<file path="config.mk">
export PLATFORM = sky130hd
export DESIGN_NAME = srdf_ctrl
export DESIGN_NICKNAME = d
export VERILOG_FILES = /design/src/sv/srdf_pkg.sv /design/src/sv/srdf_ctrl.sv
export SDC_FILE = /design/constraint.sdc
export NUM_CORES = 1
export LEC_CHECK = 0
export BUFFER_PORTS_ARGS = -buffer_cell sky130_fd_sc_hd__buf_2
export CORE_AREA = 4 4 41 43
export DETAILED_ROUTE_END_ITERATION = 12
export DIE_AREA = 0 0 45 47
export SLEW_MARGIN = 5
export SYNTH_ARGS = -nofsm -noshare
export SYNTH_HDL_FRONTEND = slang
export SYNTH_SLANG_ARGS = --single-unit
</file>
<file path="constraint.sdc">
create_clock -name i_clk -period 1.45 [get_ports i_clk]
set_input_delay 0.145 -clock i_clk [delete_from_list [all_inputs] [get_ports i_clk]]
set_output_delay 0.145 -clock i_clk [all_outputs]
set_load 0.02 [all_outputs]
</file>
<file path="src/sv/srdf_pkg.sv">
// Shared constants and types for the sparse row dominance filter.
`timescale 1ns / 1ps
package srdf_pkg;
    localparam int MaxRows = 64;
    localparam int MaxCols = 64;
    localparam int RowW    = $clog2(MaxRows);
    localparam int ColW    = $clog2(MaxCols);
    localparam int CntW    = 7;
    localparam int AddrW   = RowW + ColW;

    localparam logic [1:0] OP_LOAD   = 2'd0;
    localparam logic [1:0] OP_REDUCE = 2'd1;
    localparam logic [1:0] OP_READ   = 2'd2;
    localparam logic [1:0] OP_CLEAR  = 2'd3;

    localparam logic [1:0] ST_OK       = 2'd0;
    localparam logic [1:0] ST_ROW_FULL = 2'd1;
    localparam logic [1:0] ST_COL_FULL = 2'd2;
    localparam logic [1:0] ST_ORDER    = 2'd3;

    // Datapath commands
    localparam logic [3:0] C_NONE     = 4'd0;
    localparam logic [3:0] C_CAPTURE  = 4'd1;  // latch input word, reset walk pointer
    localparam logic [3:0] C_SRCH     = 4'd2;  // one id table entry
    localparam logic [3:0] C_CLR      = 4'd3;  // clear one matrix cell
    localparam logic [3:0] C_LD_RD    = 4'd4;  // issue cell read for load
    localparam logic [3:0] C_LD_WR    = 4'd5;  // write back saturated sum
    localparam logic [3:0] C_RED_INIT = 4'd6;
    localparam logic [3:0] C_RED_STEP = 4'd7;  // one reduce walk step
    localparam logic [3:0] C_RD_STEP  = 4'd8;  // one read scan step
    localparam logic [3:0] C_RD_INIT  = 4'd9;

    typedef struct packed {
        logic [3:0] cmd;
    } t_ctl;

    typedef struct packed {
        logic srch_done;
        logic clr_done;
        logic red_done;
        logic rd_done;
        logic reduced;
        logic [1:0] load_status;
    } t_sts;
endpackage

</file>
<file path="src/sv/srdf_ctrl.sv">
// Sequencer for the filter: picks datapath steps for each command word.
`timescale 1ns / 1ps
module srdf_ctrl import srdf_pkg::*; (
    input  logic       i_clk,
    input  logic       i_rst_n,
    input  logic       i_start,
    input  logic [1:0] i_operation,
    input  t_sts       i_sts,
    output t_ctl       o_ctl,
    output logic       o_busy,
    output logic       o_fin
);
    localparam logic [2:0] S_CLR  = 3'd0;
    localparam logic [2:0] S_IDLE = 3'd1;
    localparam logic [2:0] S_SRCH = 3'd2;
    localparam logic [2:0] S_LDRD = 3'd3;
    localparam logic [2:0] S_LDWR = 3'd4;
    localparam logic [2:0] S_RED  = 3'd5;
    localparam logic [2:0] S_RD   = 3'd6;
    localparam logic [2:0] S_FIN  = 3'd7;

    logic [2:0] r_st, n_st;
    logic       r_fin, n_fin;

    // Next state and command
    always_comb begin
        n_st  = r_st;
        n_fin = 1'b0;
        o_ctl.cmd = C_NONE;
        case (r_st)
            S_CLR: begin
                o_ctl.cmd = C_CLR;
                if (i_sts.clr_done) n_st = S_IDLE;
            end
            S_IDLE: begin
                if (i_start) begin
                    o_ctl.cmd = C_CAPTURE;
                    case (i_operation)
                        OP_LOAD: n_st = i_sts.reduced ? S_FIN : S_SRCH;
                        OP_REDUCE: n_st = i_sts.reduced ? S_FIN : S_RED;
                        OP_READ: n_st = i_sts.reduced ? S_RD : S_FIN;
                        default: n_st = S_CLR;
                    endcase
                    if (i_operation == OP_CLEAR) n_fin = 1'b1;
                end
            end
            S_SRCH: begin
                o_ctl.cmd = C_SRCH;
                if (i_sts.srch_done) n_st = S_LDRD;
            end
            S_LDRD: begin
                o_ctl.cmd = C_LD_RD;
                if (i_sts.load_status != ST_OK) begin
                    n_st = S_IDLE; n_fin = 1'b1;
                end else n_st = S_LDWR;
            end
            S_LDWR: begin
                o_ctl.cmd = C_LD_WR;
                n_st = S_IDLE; n_fin = 1'b1;
            end
            S_RED: begin
                o_ctl.cmd = C_RED_STEP;
                if (i_sts.red_done) begin
                    n_st = S_IDLE; n_fin = 1'b1;
                end
            end
            S_RD: begin
                o_ctl.cmd = C_RD_STEP;
                if (i_sts.rd_done) begin
                    n_st = S_IDLE; n_fin = 1'b1;
                end
            end
            S_FIN: begin
                n_st = S_IDLE; n_fin = 1'b1;
            end
            default: n_st = S_IDLE;
        endcase
    end

    always_ff @(posedge i_clk) begin
        if (!i_rst_n) begin
            r_st  <= S_CLR;
            r_fin <= 1'b0;
        end else begin
            r_st  <= n_st;
            r_fin <= n_fin;
        end
    end

    assign o_busy = (r_st != S_IDLE);
    assign o_fin  = r_fin;

    // Result strobe only follows a finished command
    a_fin_idle: assert property (@(posedge i_clk) disable iff (!i_rst_n)
        r_fin |-> (r_st == S_IDLE || r_st == S_CLR))
        else $error("result strobe outside idle");
    a_start_leaves_idle: assert property (@(posedge i_clk) disable iff (!i_rst_n)
        (r_st == S_IDLE && i_start) |=> (r_st != S_IDLE || r_fin))
        else $error("accepted word did not start work");
    a_ldwr_once: assert property (@(posedge i_clk) disable iff (!i_rst_n)
        (r_st == S_LDWR) |=> (r_st == S_IDLE))
        else $error("write back not single cycle");
endmodule

</file>
Word level (Yosys, flattened, before mapping)
Index checks and enable logic that the tools add are counted.
- equality and inequality tests: 16
- muxes and demuxes: 19
- reduce and logical (&&, ||, !) cells: 5
- operators with widths (cell ; count):
    $pmux 4 s7 ; 1
    $mux 3 ; 7
    $pmux 3 s7 ; 1
    $eq 3x3->1 const B ; 4
    $ne 2x2->1 const B ; 5
    $pmux 3 s3 ; 1
    $mux 1 ; 7
    $eq 3x2->1 const B ; 2
    $pmux 1 s5 ; 1
    $reduce_and 5->1 ; 1
    $eq 2x2->1 const B ; 2
    $eq 3x1->1 const B ; 1
    $logic_not 3->1 ; 1
    $ne 3x1->1 const B ; 1
    $eq 2x1->1 const B ; 1
    $logic_not 2->1 ; 1
    $mux 2 ; 1
    $reduce_bool 2->1 ; 1
    $reduce_or 2->1 ; 1
- register bits after elaboration: 4
- output and inout port bits: 6
- word-level logic and storage cells: 42

Depth between registers and ports, before layout
Gate-level depths: netlist (run 1).
- word-level depth: 4
- mapped depth: 5
- mapped depth without buffers: 5

Least setup slack after synthesis (run 1)
No wires, ideal clock.
- kind: reg-to-output
- start point: reg r_st[1]
- end point: out o_ctl[3] (netlist bit)
- arrival: 1.102 ns
- data required time: 1.305 ns
- slack: 0.203 ns
- cell stages (with the launch flop): 4
- cell sequence: dfxtp_1 buf_6 buf_6 nor3b_1
- RTL lines (what ; RTL line ; text):
    start, declared ; srdf_ctrl.sv:22 ; logic [2:0] r_st, n_st;
    start signal, assigned ; srdf_ctrl.sv:85 ; r_st <= n_st;
    end, declared ; srdf_ctrl.sv:9 ; output t_ctl o_ctl,

==> results of run 1 <==
==> layout by cell type, fill, tap and decap left out <==
cell type | netlist | layout
buf_2 | 0 | 17
dfxtp_2 | 0 | 1
a22oi_1 | 1 | 1
o21ai_0 | 3 | 3
a211oi_1 | 2 | 2
nand2_1 | 4 | 4
nor2_2 | 1 | 1
and2b_1 | 1 | 1
nor3b_2 | 2 | 2
nand4b_1 | 1 | 1
o21ai_1 | 1 | 1
ha_1 | 5 | 5
mux2_2 | 1 | 1
nand3_1 | 2 | 2
o31ai_1 | 1 | 1
a2111oi_4 | 1 | 1
o21a_1 | 1 | 1
a21o_1 | 1 | 1
or2b_1 | 1 | 1
nor2b_2 | 1 | 1
nand3b_1 | 2 | 2
a211oi_2 | 1 | 1
buf_4 | 1 | 2
dfxtp_1 | 4 | 3
o21ai_2 | 1 | 1
nor3b_1 | 1 | 1
inv_1 | 3 | 3
nor2_1 | 4 | 4
o2111a_1 | 1 | 1
o22ai_1 | 1 | 1
nand2b_1 | 1 | 1
clkbuf_4 | 0 | 3
a21oi_1 | 2 | 2
==> worst max-delay path, cell delays in order (launching register included) <==
cell and delay (ps):
dfxtp_1 430, or2b_1 270, nor2_1 90, nor2_1 40
buf_2 160
==> Yosys cell counts, drive strengths merged (2+ instances only) <==
| master | n |
|---|---|
| a21oi | 2 |
| nand2 | 4 |
| nor2 | 5 |
| inv | 3 |
| a211oi | 3 |
| nand3b | 2 |
| buf | 4 |
| o21ai | 5 |
| nand3 | 2 |
| ha | 5 |
| dfxtp | 4 |
| nor3b | 3 |
==> final cells by class <==
| cell class | count | area, um2 | share of cell area, % |
|---|---|---|---|
| clock buffers | 3 | 22.5 | 3.87 |
| inverters | 3 | 11.3 | 1.94 |
| multi-input cells | 44 | 348 | 59.8 |
| flip-flops and latches | 4 | 81.3 | 14.0 |
| well taps | 15 | 18.8 | 3.23 |
| repair buffers | 19 | 100 | 17.2 |
==> metrics by stage <==
step | util, % | worst slack [ps] | hold WS (ps)
CTS | 44.6 | 9.17 | 202
global route | 44.7 | 6.01 | 215
finish | 44.7 | 93.5 | 204
floorplan | - | 203 | 263
global placement | 42.9 | 254 | 441
detailed placement | 42.9 | 227 | 444
==> power groups by stage <==
stage                     sequential (W)  combinational, W  clock [W]
after floorplan                 0.000122          0.000103          0
after global placement          0.000126          0.000139          0
after detailed placement        0.000127          0.000140          0
after CTS                       0.000125          0.000140   0.000139
after global routing            0.000126          0.000155   0.000144
final                           0.000125          0.000140   0.000133
==> how the worst max path moves through the flow <==
stage                              start                   end  slack, ps
global route        r_st[0]$_SDFFE_PN0P_              o_ctl[0]          6
finish              r_st[0]$_SDFFE_PN0P_              o_ctl[0]         90
CTS                 r_st[2]$_SDFFE_PN0P_              o_ctl[3]          9
floorplan           r_st[1]$_SDFFE_PN0P_              o_ctl[3]        200
global placement          i_operation[0]  r_st[0]$_SDFFE_PN0P_        250
detailed placement        i_operation[0]  r_st[0]$_SDFFE_PN0P_        230
==> state kept, by name, summed over array words and instances, names as in the netlist <==
signal / cells
r_st: 3
o_fin: 1
==> metal layers <==
layer  global-route usage (%)  routed length (um)  vias up  part of all wire, %
met5                        0                   0        -                    0
met4                     5.26                   0        0                    0
met3                     1.53                  78        0                  7.7
met2                     17.2                 461       20                   45
met1                     12.7                 474      187                   47
li1                         -                   -      236                    -
==> logic make-up (layout without fill, tap and decap cells) <==
| family | after synthesis | in the layout | synth area share (%) |
|---|---|---|---|
| adder cells (fa/ha/maj) | 5 | 5 | 13.0 |
| multiplexers | 1 | 1 | 2.34 |
| flip-flops | 4 | 4 | 16.7 |
| AND/OR/NAND/NOR | 21 | 21 | 27.6 |
| buffers and inverters | 7 | 25 | 10.9 |
| AO/OA/AOI/OAI | 17 | 17 | 29.4 |
==> repair_timing <==
item / CTS / global route
setup endpoints to repair: 0 / 2
setup buffers: 0 / 0
hold buffers: 0 / 0
gates resized for setup: 0 / 1
==> results summary, run 1 <==
For this run, the leading register cell type out of synthesis is dfxtp_1. The final weighted congestion in routability-driven placement is 0.722. The reported net switching power came out at 0.000125 W. The path class of the tightest hold or removal check is in2reg. The layout overhead on the synthesized area came out at 21.1%. The floorplan step set the die width to about 45 um. The number of filler cells placed in the layout is about 140. The internal cell power came out at ~0.00027 W. The run finished with clean final reports. The worst reg2reg path endpoint is r_st[0]$_SDFFE_PN0P_. The finished layout holds 88 standard cells, fillers aside. Sequential elements use 16.7% of the synthesized area.

In this run the static leakage power is about 0.25 nW. Clock tree synthesis found a total of 4 sinks. The part of the total power dissipated in combinational logic is 35.2%. The worst reg-to-reg path cell count came out at 4. The maximum fanout along the worst path is 7. The aggregate global routing overflow is 0. The transition time at the pin with the least slew margin came out at a little under 300 ps. The number of H-tree branching levels came out at 1.

The count of input and output buffers came out at 17. The synthesis-stage register bit count came out at 4. The share of layout cells above drive strength 1 came out at between 40% and 50%. The share of the cycle needed by the critical path after routing came out at approximately 94%.

Entering global routing, the biggest net connects 20 pins. In this run the core area contains 13 standard-cell rows. The top cell type's share of synthesized area is between 15 and 20%. The count of cell types in the netlist came out at 31. Summed over all instances, the cell type with the most area after synthesis is dfxtp_1.

The root buffer cell is clkbuf_4. The number of synthesis warnings came out at 0. The finished cells cover between 500 and 600 um2. After detailed placement, the total cell area comes to roughly 560 um2. After synthesis, the share of flip-flops with an asynchronous set or reset is 0%. The share of total power consumed by net switching came out at a little under a third.

The critical path endpoint category is an output port. For this design the ratio of total power to cell area is 684 mW/mm2. The later pin in the worst-skew pair is clocked with a latency of between 200 and 250 ps. In the routed design, unresolved DRC markers number 0.

The category of the worst setup path launch point is a flop. The maximum buffer depth of the clock tree came out at 2. The first global-routing pass estimated ~1.6 mm of wire. The setup slack on the worst flop-to-flop path came out at between 300 and 400 ps. The area of the mapped netlist is around 480 um2. The startpoint of the worst-slack reg-to-reg timing path is r_st[1]$_SDFFE_PN0P_.

The total count of hold-check failures in the final report was 0. For this block, the routed nets add up to about 1.0 mm of wire. The initial DRC count is 15. For the worst setup path, the data required time is ~1300 ps. The source of the worst hold timing path is i_rst_n. The detail route stage leaves a number of antenna-violating nets equal to 0. The maximum clock frequency is 737 MHz. The height of the chip is roughly 47 um. The power consumption is just under 0.0004 W.

After floorplanning, the core was sized to cover 0.00130 mm2. The instance count after placement with tap cells included came out at 85. The starting utilization of the core area is between 30% and 40%. The number of maximum-capacitance constraint violations is 0. The instance count of the mapped netlist came out at 55.

The setup path with the least slack is of type reg2out. The total negative slack for setup checks came out at 0 ps. Setup repair after global routing left no endpoint under its margin. Subtracting the final worst setup slack from the clock period gives approximately 1400 ps. For this block, the via count after detailed routing is approximately 440. The maximum resistive drop on vdd is between 0.0002 and 0.0003 V. The data arrival time of the worst path is ~1200 ps. The setup skew after layout is between 3 and 4 ps. Setup violations remaining at the end of the flow were counted as 0. Per report_power, the clock group accounts for about 33% of the total. The via count of the first global-routing pass is around 420. The HPWL after detailed placement came out at between 700 and 800 um. The die area came out at ~0.0021 mm2. The post-synthesis area per instance came out at between 8 and 9 um2. The worst slew slack as a fraction of its limit is around 80%.

The number of nets in the layout came out at 92. The overall routing resource usage came out at between 10 and 15%. The number of buffers added by the clock tree synthesis step came out at 3. Yosys attributes the largest share of cell area to dfxtp_1 (17%), ha_1 (13%), buf_6 (7.0%).

The worst-case hold path end point is o_fin$_SDFF_PN0_. The number of cells on the worst hold path is 2. The final routed wire length divided by cell count came out at between 10 and 15 um. In the routed layout, each cell is associated on average with a via count of 5.03. The fraction of power consumed by sequential logic came out at a little under a third. After clock tree synthesis, the clock-pin slew on the worst setup and hold paths is 40 ps. The number of enable flip-flop cells after synthesis came out at 0.

The initial antenna violation count came out at 0. For this design the top-level I/O count stands at 18. The number of antenna diodes in the final layout is 0. The total iterations of the first detailed-routing run came out at 4. The net count after synthesis came out at 72.

TritonCTS built the clock tree. The final-report max-slew violation count came out at 0.
No activity file was read; power rests on OpenSTA's default activity.
==> run 2: changes to the inputs <==
--- a/config.mk
+++ b/config.mk
@@ -9,6 +9,7 @@
 export CORE_AREA = 4 4 41 43
 export DETAILED_ROUTE_END_ITERATION = 12
 export DIE_AREA = 0 0 45 47
+export RECOVER_POWER = 25
 export SLEW_MARGIN = 5
 export SYNTH_ARGS = -nofsm -noshare
 export SYNTH_HDL_FRONTEND = slang
==> run 2 against run 1 <==
Sequential share of layout area is 0.15 points higher. Cell count stayed put. First-iteration DRC count is 27% lower. Routed wire length hardly changed. Combinational power hardly changed. Worst hold slack better by 2.3 ps. Fmax is 0.18% lower.
==> results summary, run 2 (synthesis gave the netlist of run 1 again) <==
The run finished with clean final reports. For this run, the top clock speed supported by timing is between 700 and 800 MHz. At the later pin of the worst-skew pair, clock insertion delay measures approximately 230 ps. The first-pass GRT wire length is 1.61 mm.

Of the cells placed in the final design, the portion with a size suffix greater than 1 is about two fifths. The total iterations of the first detailed-routing run is 4. Traced cell by cell, the critical path runs through or2b_1 > nor2_1 > nor2_1 > buf_2. For this design the top-level I/O count stands at 18. The analysis attributes to net switching a power of 0.000125 W. Counting flops per register, the top entry is r_st. Net switching is approximately a third of the power.

The count of input and output buffers is 17. The static leakage came out at about 0.25 nW. The maximum number of pins on one net before global-route repair is 20. The total negative slack for setup checks is 0 ps. For this design, the slowest cell found on the critical path is dfxtp_1. Across every metal layer, demand over resource in global routing totals between 10% and 20%. Counting I/O delays and the setup requirement, the final critical path takes around 1400 ps. The worst setup path is launched from a flop. Clock tree synthesis inserted a total of 3 buffers. The final routed wire length divided by cell count is approximately 12 um. The clock tree from TritonCTS is yes.

The clock transition at the registers of the reported paths came out at 40 ps. Across the run, the number of max-cap violations was 0. The number of diodes added for antenna fixing came out at 0. STA puts the critical path data required time at 1310 ps. The library cells used most frequently in the layout, excluding fill and tap cells, are buf_2 (16), ha_1 (5), nor2_1 (4), nand2_1 (4). For met3 alone, demand over resource in global routing was under 10%. The flip-flop count of the largest register after layout is 3. The setup skew after layout came out at about 3.5 ps. In the global route stage, met2 resource usage came out at 17.2%.

The number of H-tree branching levels is 1. The die area is roughly 0.0021 mm2. The final weighted congestion in routability-driven placement is slightly above 0.7. The utilization of the core after routing came out at about 44%. By instance count, the cell type seen most on the critical path is nor2_1.

The global-route layer with the greatest usage is met2. Setup violations remaining at the end of the flow were counted as 0. The initial DRC count is 11. The number of design rule violations left after detail routing is 0.

From bottom edge to top edge, the die measures between 40 and 50 um. Setup repair after global routing left no endpoint under its margin. The die extent in x came out at 45 um.

The total count of hold-check failures in the final report is 0. For this run, the slowest stage of the critical path takes approximately 430 ps. The final critical path takes up a little over nine tenths of the cycle. The part of the total power dissipated in the clock network came out at between 30% and 40%. The starting utilization of the core area is between 30 and 40%. The placeable core region is between 0.001 and 0.0015 mm2. In this run, post-CTS hold repair placed 0 buffers. The final-report max-slew violation count came to 0. The aggregate routed wire length came out at about 1.0 mm. The fraction of power consumed by sequential logic is 31.6%. The via count of the first global-routing pass came out at ~420. The number of standard-cell rows in the floorplan came out at 13. The internal cell power is 0.000272 W.

Leaving out fill and tap cells, the most frequent cell in the layout is buf_2. The class of the tightest hold or removal check is in2reg. The number of filler cells placed in the layout is roughly 140. The worst setup timing slack at the placement stage is roughly 230 ps. The routed via count divided by cell count is 5.06. The routed layout has between 400 and 500 vias.

The class of the most critical setup path is reg2out. Detailed placement ended at an HPWL of approximately 800 um. Power spread over the standard cell area amounts to ~690 mW/mm2. After clock tree synthesis, the setup repair step added 0 buffers.

The maximum resistive drop on vdd is ~0.00028 V. The met1 capacity usage during global routing came out at about an eighth. The transition time at the pin with the least slew margin came out at 292 ps. After global routing the overflow that remains totals 0. The number of routed nets with antenna violations is 0. The initial antenna violation count was 0. The maximum buffer depth of the clock tree is 2. The maximum fanout along the worst path is 7.

The layout overhead on the synthesized area is 19.8%. The final layout contains slightly above 90 nets. The root buffer cell is clkbuf_4.

The final worst slack came out at a little over 90 ps. The data arrival time of the worst path came out at 1210 ps. Combinational cells account for 34.8% of the total power. The critical path endpoint category is an output port. The sink count of the clock tree is 4. The worst slew slack as a fraction of its limit came out at 80.4%.
[run 2: cell count changes in the layout (fill, tap and decap cells not counted)]
| cell | before | now |
|---|---|---|
| nor3b_1 | 1 | 2 |
| buf_2 | 17 | 16 |
| nor3b_2 | 2 | 1 |
| clkbuf_1 | 0 | 1 |
[run 2: per-layer routing]
layer | part of all wire [%] | wire, um | vias up
met5 | 0 | 0 | -
met4 | 0 | 0 | 0
met3 | 8.0 | 81 | 0
met2 | 48 | 490 | 15
met1 | 44 | 441 | 194
li1 | - | - | 236
[run 2: stage by stage]
step | hold WS (ps) | cells | cell area (um2) | total power, W
finish | 207 | 88 | 576 | 0.000397
global route | 215 | 88 | 576 | 0.000424
CTS | 202 | 88 | 581 | 0.000404
detailed placement | 444 | 85 | 558 | 0.000266
global placement | 441 | 85 | 558 | 0.000265
floorplan | 263 | 55 | 480 | 0.000225
[run 2: repair_timing]
action	CTS	global route
hold endpoints to repair	0	0
setup endpoints to repair	0	2
resized for setup	0	1
[run 2: power by group through the flow]
| stage | registers (W) | clock network, W | logic (W) |
|---|---|---|---|
| after floorplan | 0.000122 | 0 | 0.000103 |
| after global placement | 0.000126 | 0 | 0.000139 |
| after detailed placement | 0.000127 | 0 | 0.000140 |
| after CTS | 0.000125 | 0.000139 | 0.000140 |
| after global routing | 0.000127 | 0.000144 | 0.000154 |
| final | 0.000125 | 0.000133 | 0.000138 |
[run 2: cell type report]
| type | instances | area, um2 | area share, % |
|---|---|---|---|
| Multi-Input combinational cell | 44 | 343 | 59.6 |
| Clock buffer | 3 | 22.5 | 3.91 |
| Sequential cell | 4 | 81.3 | 14.1 |
| Inverter | 3 | 11.3 | 1.96 |
| Timing Repair Buffer | 19 | 98.8 | 17.2 |
| Tap cell | 15 | 18.8 | 3.26 |
[run 2: worst paths after layout]
| kind | from | endpoint | slack [ps] | cells after the start |
|---|---|---|---|---|
| worst max-delay path | r_st[0]$_SDFFE_PN0P_ | o_ctl[0] | 90 | 4 |
| worst min-delay path | i_rst_n | o_fin$_SDFF_PN0_ | 210 | 2 |
| worst max register to register | r_st[1]$_SDFFE_PN0P_ | r_st[2]$_SDFFE_PN0P_ | 300 | 4 |
| worst min register to register | r_st[2]$_SDFFE_PN0P_ | r_st[2]$_SDFFE_PN0P_ | 560 | 2 |
[run 2: worst max-delay path: cells and delay by family, from the launching register on]
| kind | cells | cell delay [ps] |
|---|---|---|
| AND/OR/NAND/NOR | 3 | 400 |
| buffers and inverters | 1 | 160 |
| flip-flops | 1 | 430 |
==> run 3: changes to the inputs <==
--- a/config.mk
+++ b/config.mk
@@ -10,6 +10,7 @@
 export DETAILED_ROUTE_END_ITERATION = 12
 export DIE_AREA = 0 0 45 47
 export RECOVER_POWER = 25
+export REMOVE_ABC_BUFFERS = 1
 export SLEW_MARGIN = 5
 export SYNTH_ARGS = -nofsm -noshare
 export SYNTH_HDL_FRONTEND = slang
==> run 3 against run 2 <==
Cell count unchanged. Sequential power about the same. Power rose by 1.1%. Non-clock buffer count unchanged. Highest routed layer is now met4. Sequential share of layout area is 0.19 points higher. Critical endpoint unchanged. Largest cell class unchanged. Sequential cell count is the same.
==> results summary, run 3 (synthesis gave the netlist of run 1 again) <==
The run finished with clean final reports. Fill cells in the final layout number about 150. The placeable core region came out at between 0.001 and 0.0015 mm2. The critical path ends at o_ctl[0].

The routed via count divided by cell count is 5.08. The static leakage came out at approximately 0.25 nW. The category of the worst setup path launch point is a flop.

The final routed wire length divided by cell count is roughly 11 um. The initial DRC count came out at 10. Final hold analysis gives a worst-case slack of approximately 190 ps. The number of maximum-capacitance constraint violations came out at 0. In the final timing run, aggregate negative setup slack is 0 ps.

The final weighted congestion in routability-driven placement is ~0.74. The maximum number of pins on one net before global-route repair is 20. Once detail routing completed, the nets flagged for antenna violations numbered 0. The worst reg-to-reg path cell count is 4. In this run the worst hold path is classified as in2reg.

The number of design rule violations left after detail routing came out at 0. The die area came out at 0.00212 mm2. The final instance area came out at 577 um2. The share of the cycle needed by the critical path after routing is between 90% and 100%. The share of total power consumed by net switching came out at approximately a third. Setup repair after global routing left no endpoint under its margin.

The height of the chip is about 47 um. The transition time at the pin with the least slew margin is 295 ps. Along the worst path, the maximum fanout reaches 9. The number of H-tree branching levels came out at 1. Summing all placed instances gives a cell area of 558 um2. The part of the total power dissipated in the clock network came out at around a third.

The first global-routing pass estimated roughly 1.5 mm of wire. The maximum buffer depth of the clock tree came out at 2. In this run the critical register-to-register path is captured at r_st[0]$_SDFFE_PN0P_. The maximum clock frequency came out at 763 MHz. Together, buffers and inverters on the worst path number 1. Of the total power, registers draw a little under a third. The clock transition at the registers of the reported paths is approximately 40 ps. The number of standard-cell rows in the floorplan is 13. At the end of the flow, the number of nets in the layout was 92. The maximum resistive drop on vdd came out at 0.000283 V. The total I/O pin count came out at 18. The root buffer cell is clkbuf_4.

In the layout the commonest cells are buf_2 (16), ha_1 (5), nor2_1 (4), nand2_1 (4). The starting utilization of the core area is 36.9%. The total iterations of the first detailed-routing run came out at 4. Tracing the worst setup path back leads to its startpoint at r_st[0]$_SDFFE_PN0P_. The reported net switching power is between 0.0001 and 0.00015 W. The total count of hold-check failures in the final report came out at 0. Once placement completed, the tool counted placed cells totaling 85. The layout overhead on the synthesized area is 20.1%. Of the cells placed in the final design, the portion with a size suffix greater than 1 is about 41%. The worst slew slack as a fraction of its limit came out at about four fifths. The count of cell instances traversed by the critical path came out at 4. Global routing consumed, over all layers together, slightly below 10% of the routing resources. The initial antenna violation count came out at 0. After legalization and detailed placement, the total HPWL measured ~800 um.

The library cell used most frequently in the layout, excluding fill and tap cells, is buf_2. The final-report max-slew violation count was 0. The aggregate routed wire length is roughly 990 um. The count of input and output buffers is 17. Leaving out filler cells and counting taps, the final layout contains 88. For this run, the slowest stage of the critical path takes a little under 400 ps.

The data arrival time of the worst path came out at between 1000 and 1500 ps. Setup violations remaining at the end of the flow were counted as 0. The required time of the worst setup path came out at between 1000 and 1500 ps. The final critical-path required period came out at roughly 1300 ps. The flip-flop count of the largest register after layout is 3.

The internal cell power came out at roughly 0.00027 W. Clock latency on the worst-skew pair, taken at its later pin, is approximately 230 ps. The setup skew after layout came out at about 1.8 ps. The class of the most critical setup path is reg2out.

TritonCTS built the clock tree. The power per cell area came out at a little under 700 mW/mm2. The power consumption came out at ~0.00040 W. The via count of the first global-routing pass came out at 390.

The aggregate global routing overflow is 0. The buffers inserted during post-CTS setup optimization came out at 0. The cell class contributing the biggest share of worst-path delay is flip-flops.

The sink count of the clock tree is 4. The largest register by flop count is r_st. The slowest stage of the critical path is the dfxtp_2 cell. The part of the total power dissipated in combinational logic came out at between 30% and 40%. The vias after detailed routing came out at around 450. 0 antenna diodes ended up in the layout. The die extent in x came out at roughly 45 um. The number of buffers added by the clock tree synthesis step is 3. The setup slack on the worst flop-to-flop path came out at between 200 and 300 ps.

The signal on the critical path passes through or2b_1 > nor2_1 > nor2_1 > buf_2. The most numerous cell on the critical path is nor2_1. The worst setup path is captured at an output port.

In this run the critical register-to-register path is launched from r_st[1]$_SDFFE_PN0P_.
## run 3: power by group through the flow
stage,Combinational (W),Clock (W),Sequential [W]
6_report,0.000137,0.000137,0.000127
5_1_grt,0.000150,0.000148,0.000128
4_1_cts,0.000140,0.000141,0.000126
3_5_place_dp,0.000140,0,0.000127
3_3_place_gp,0.000138,0,0.000128
2_1_floorplan,0.0000785,0,0.000134
## run 3: worst min path at each step
stage / endpoint / from / depth (start not counted) / slack (ps)
3_5_place_dp: o_fin$_SDFF_PN0_ / i_rst_n / 2 / 430
2_1_floorplan: o_fin$_SDFF_PN0_ / i_rst_n / 1 / 260
3_3_place_gp: o_fin$_SDFF_PN0_ / i_rst_n / 2 / 440
4_1_cts: o_fin$_SDFF_PN0_ / i_rst_n / 2 / 190
5_1_grt: o_fin$_SDFF_PN0_ / i_rst_n / 2 / 190
6_report: o_fin$_SDFF_PN0_ / i_rst_n / 2 / 190
## run 3: area by class of cell
type	count	area, um2	area share [%]
Clock buffer	3	22.5	3.90
Timing Repair Buffer	19	98.8	17.1
Sequential cell	4	82.6	14.3
Inverter	3	11.3	1.95
Tap cell	15	18.8	3.25
Multi-Input combinational cell	44	343	59.4
## run 3: timing repair
action / 4_1_cts / 5_1_grt
hold buffers: 0 / 0
resized for setup: 0 / 2
endpoints found under the setup margin: 0 / 3
endpoints found under the hold margin: 0 / 0
## run 3: per-stage QoR
step	setup slack, ps	utilization, %
5_1_grt	70.4	44.3
3_5_place_dp	226	42.9
2_1_floorplan	69.5	-
6_report	140	44.3
3_3_place_gp	252	42.9
4_1_cts	13.0	44.6
## run 3: layer usage
metal | track usage (%) | wire [um] | up-vias
met1 | 10.7 | 419 | 194
li1 | - | - | 237
met3 | 1.15 | 57 | 4
met2 | 17.5 | 488 | 12
met5 | 0 | 0 | -
met4 | 7.02 | 27 | 0
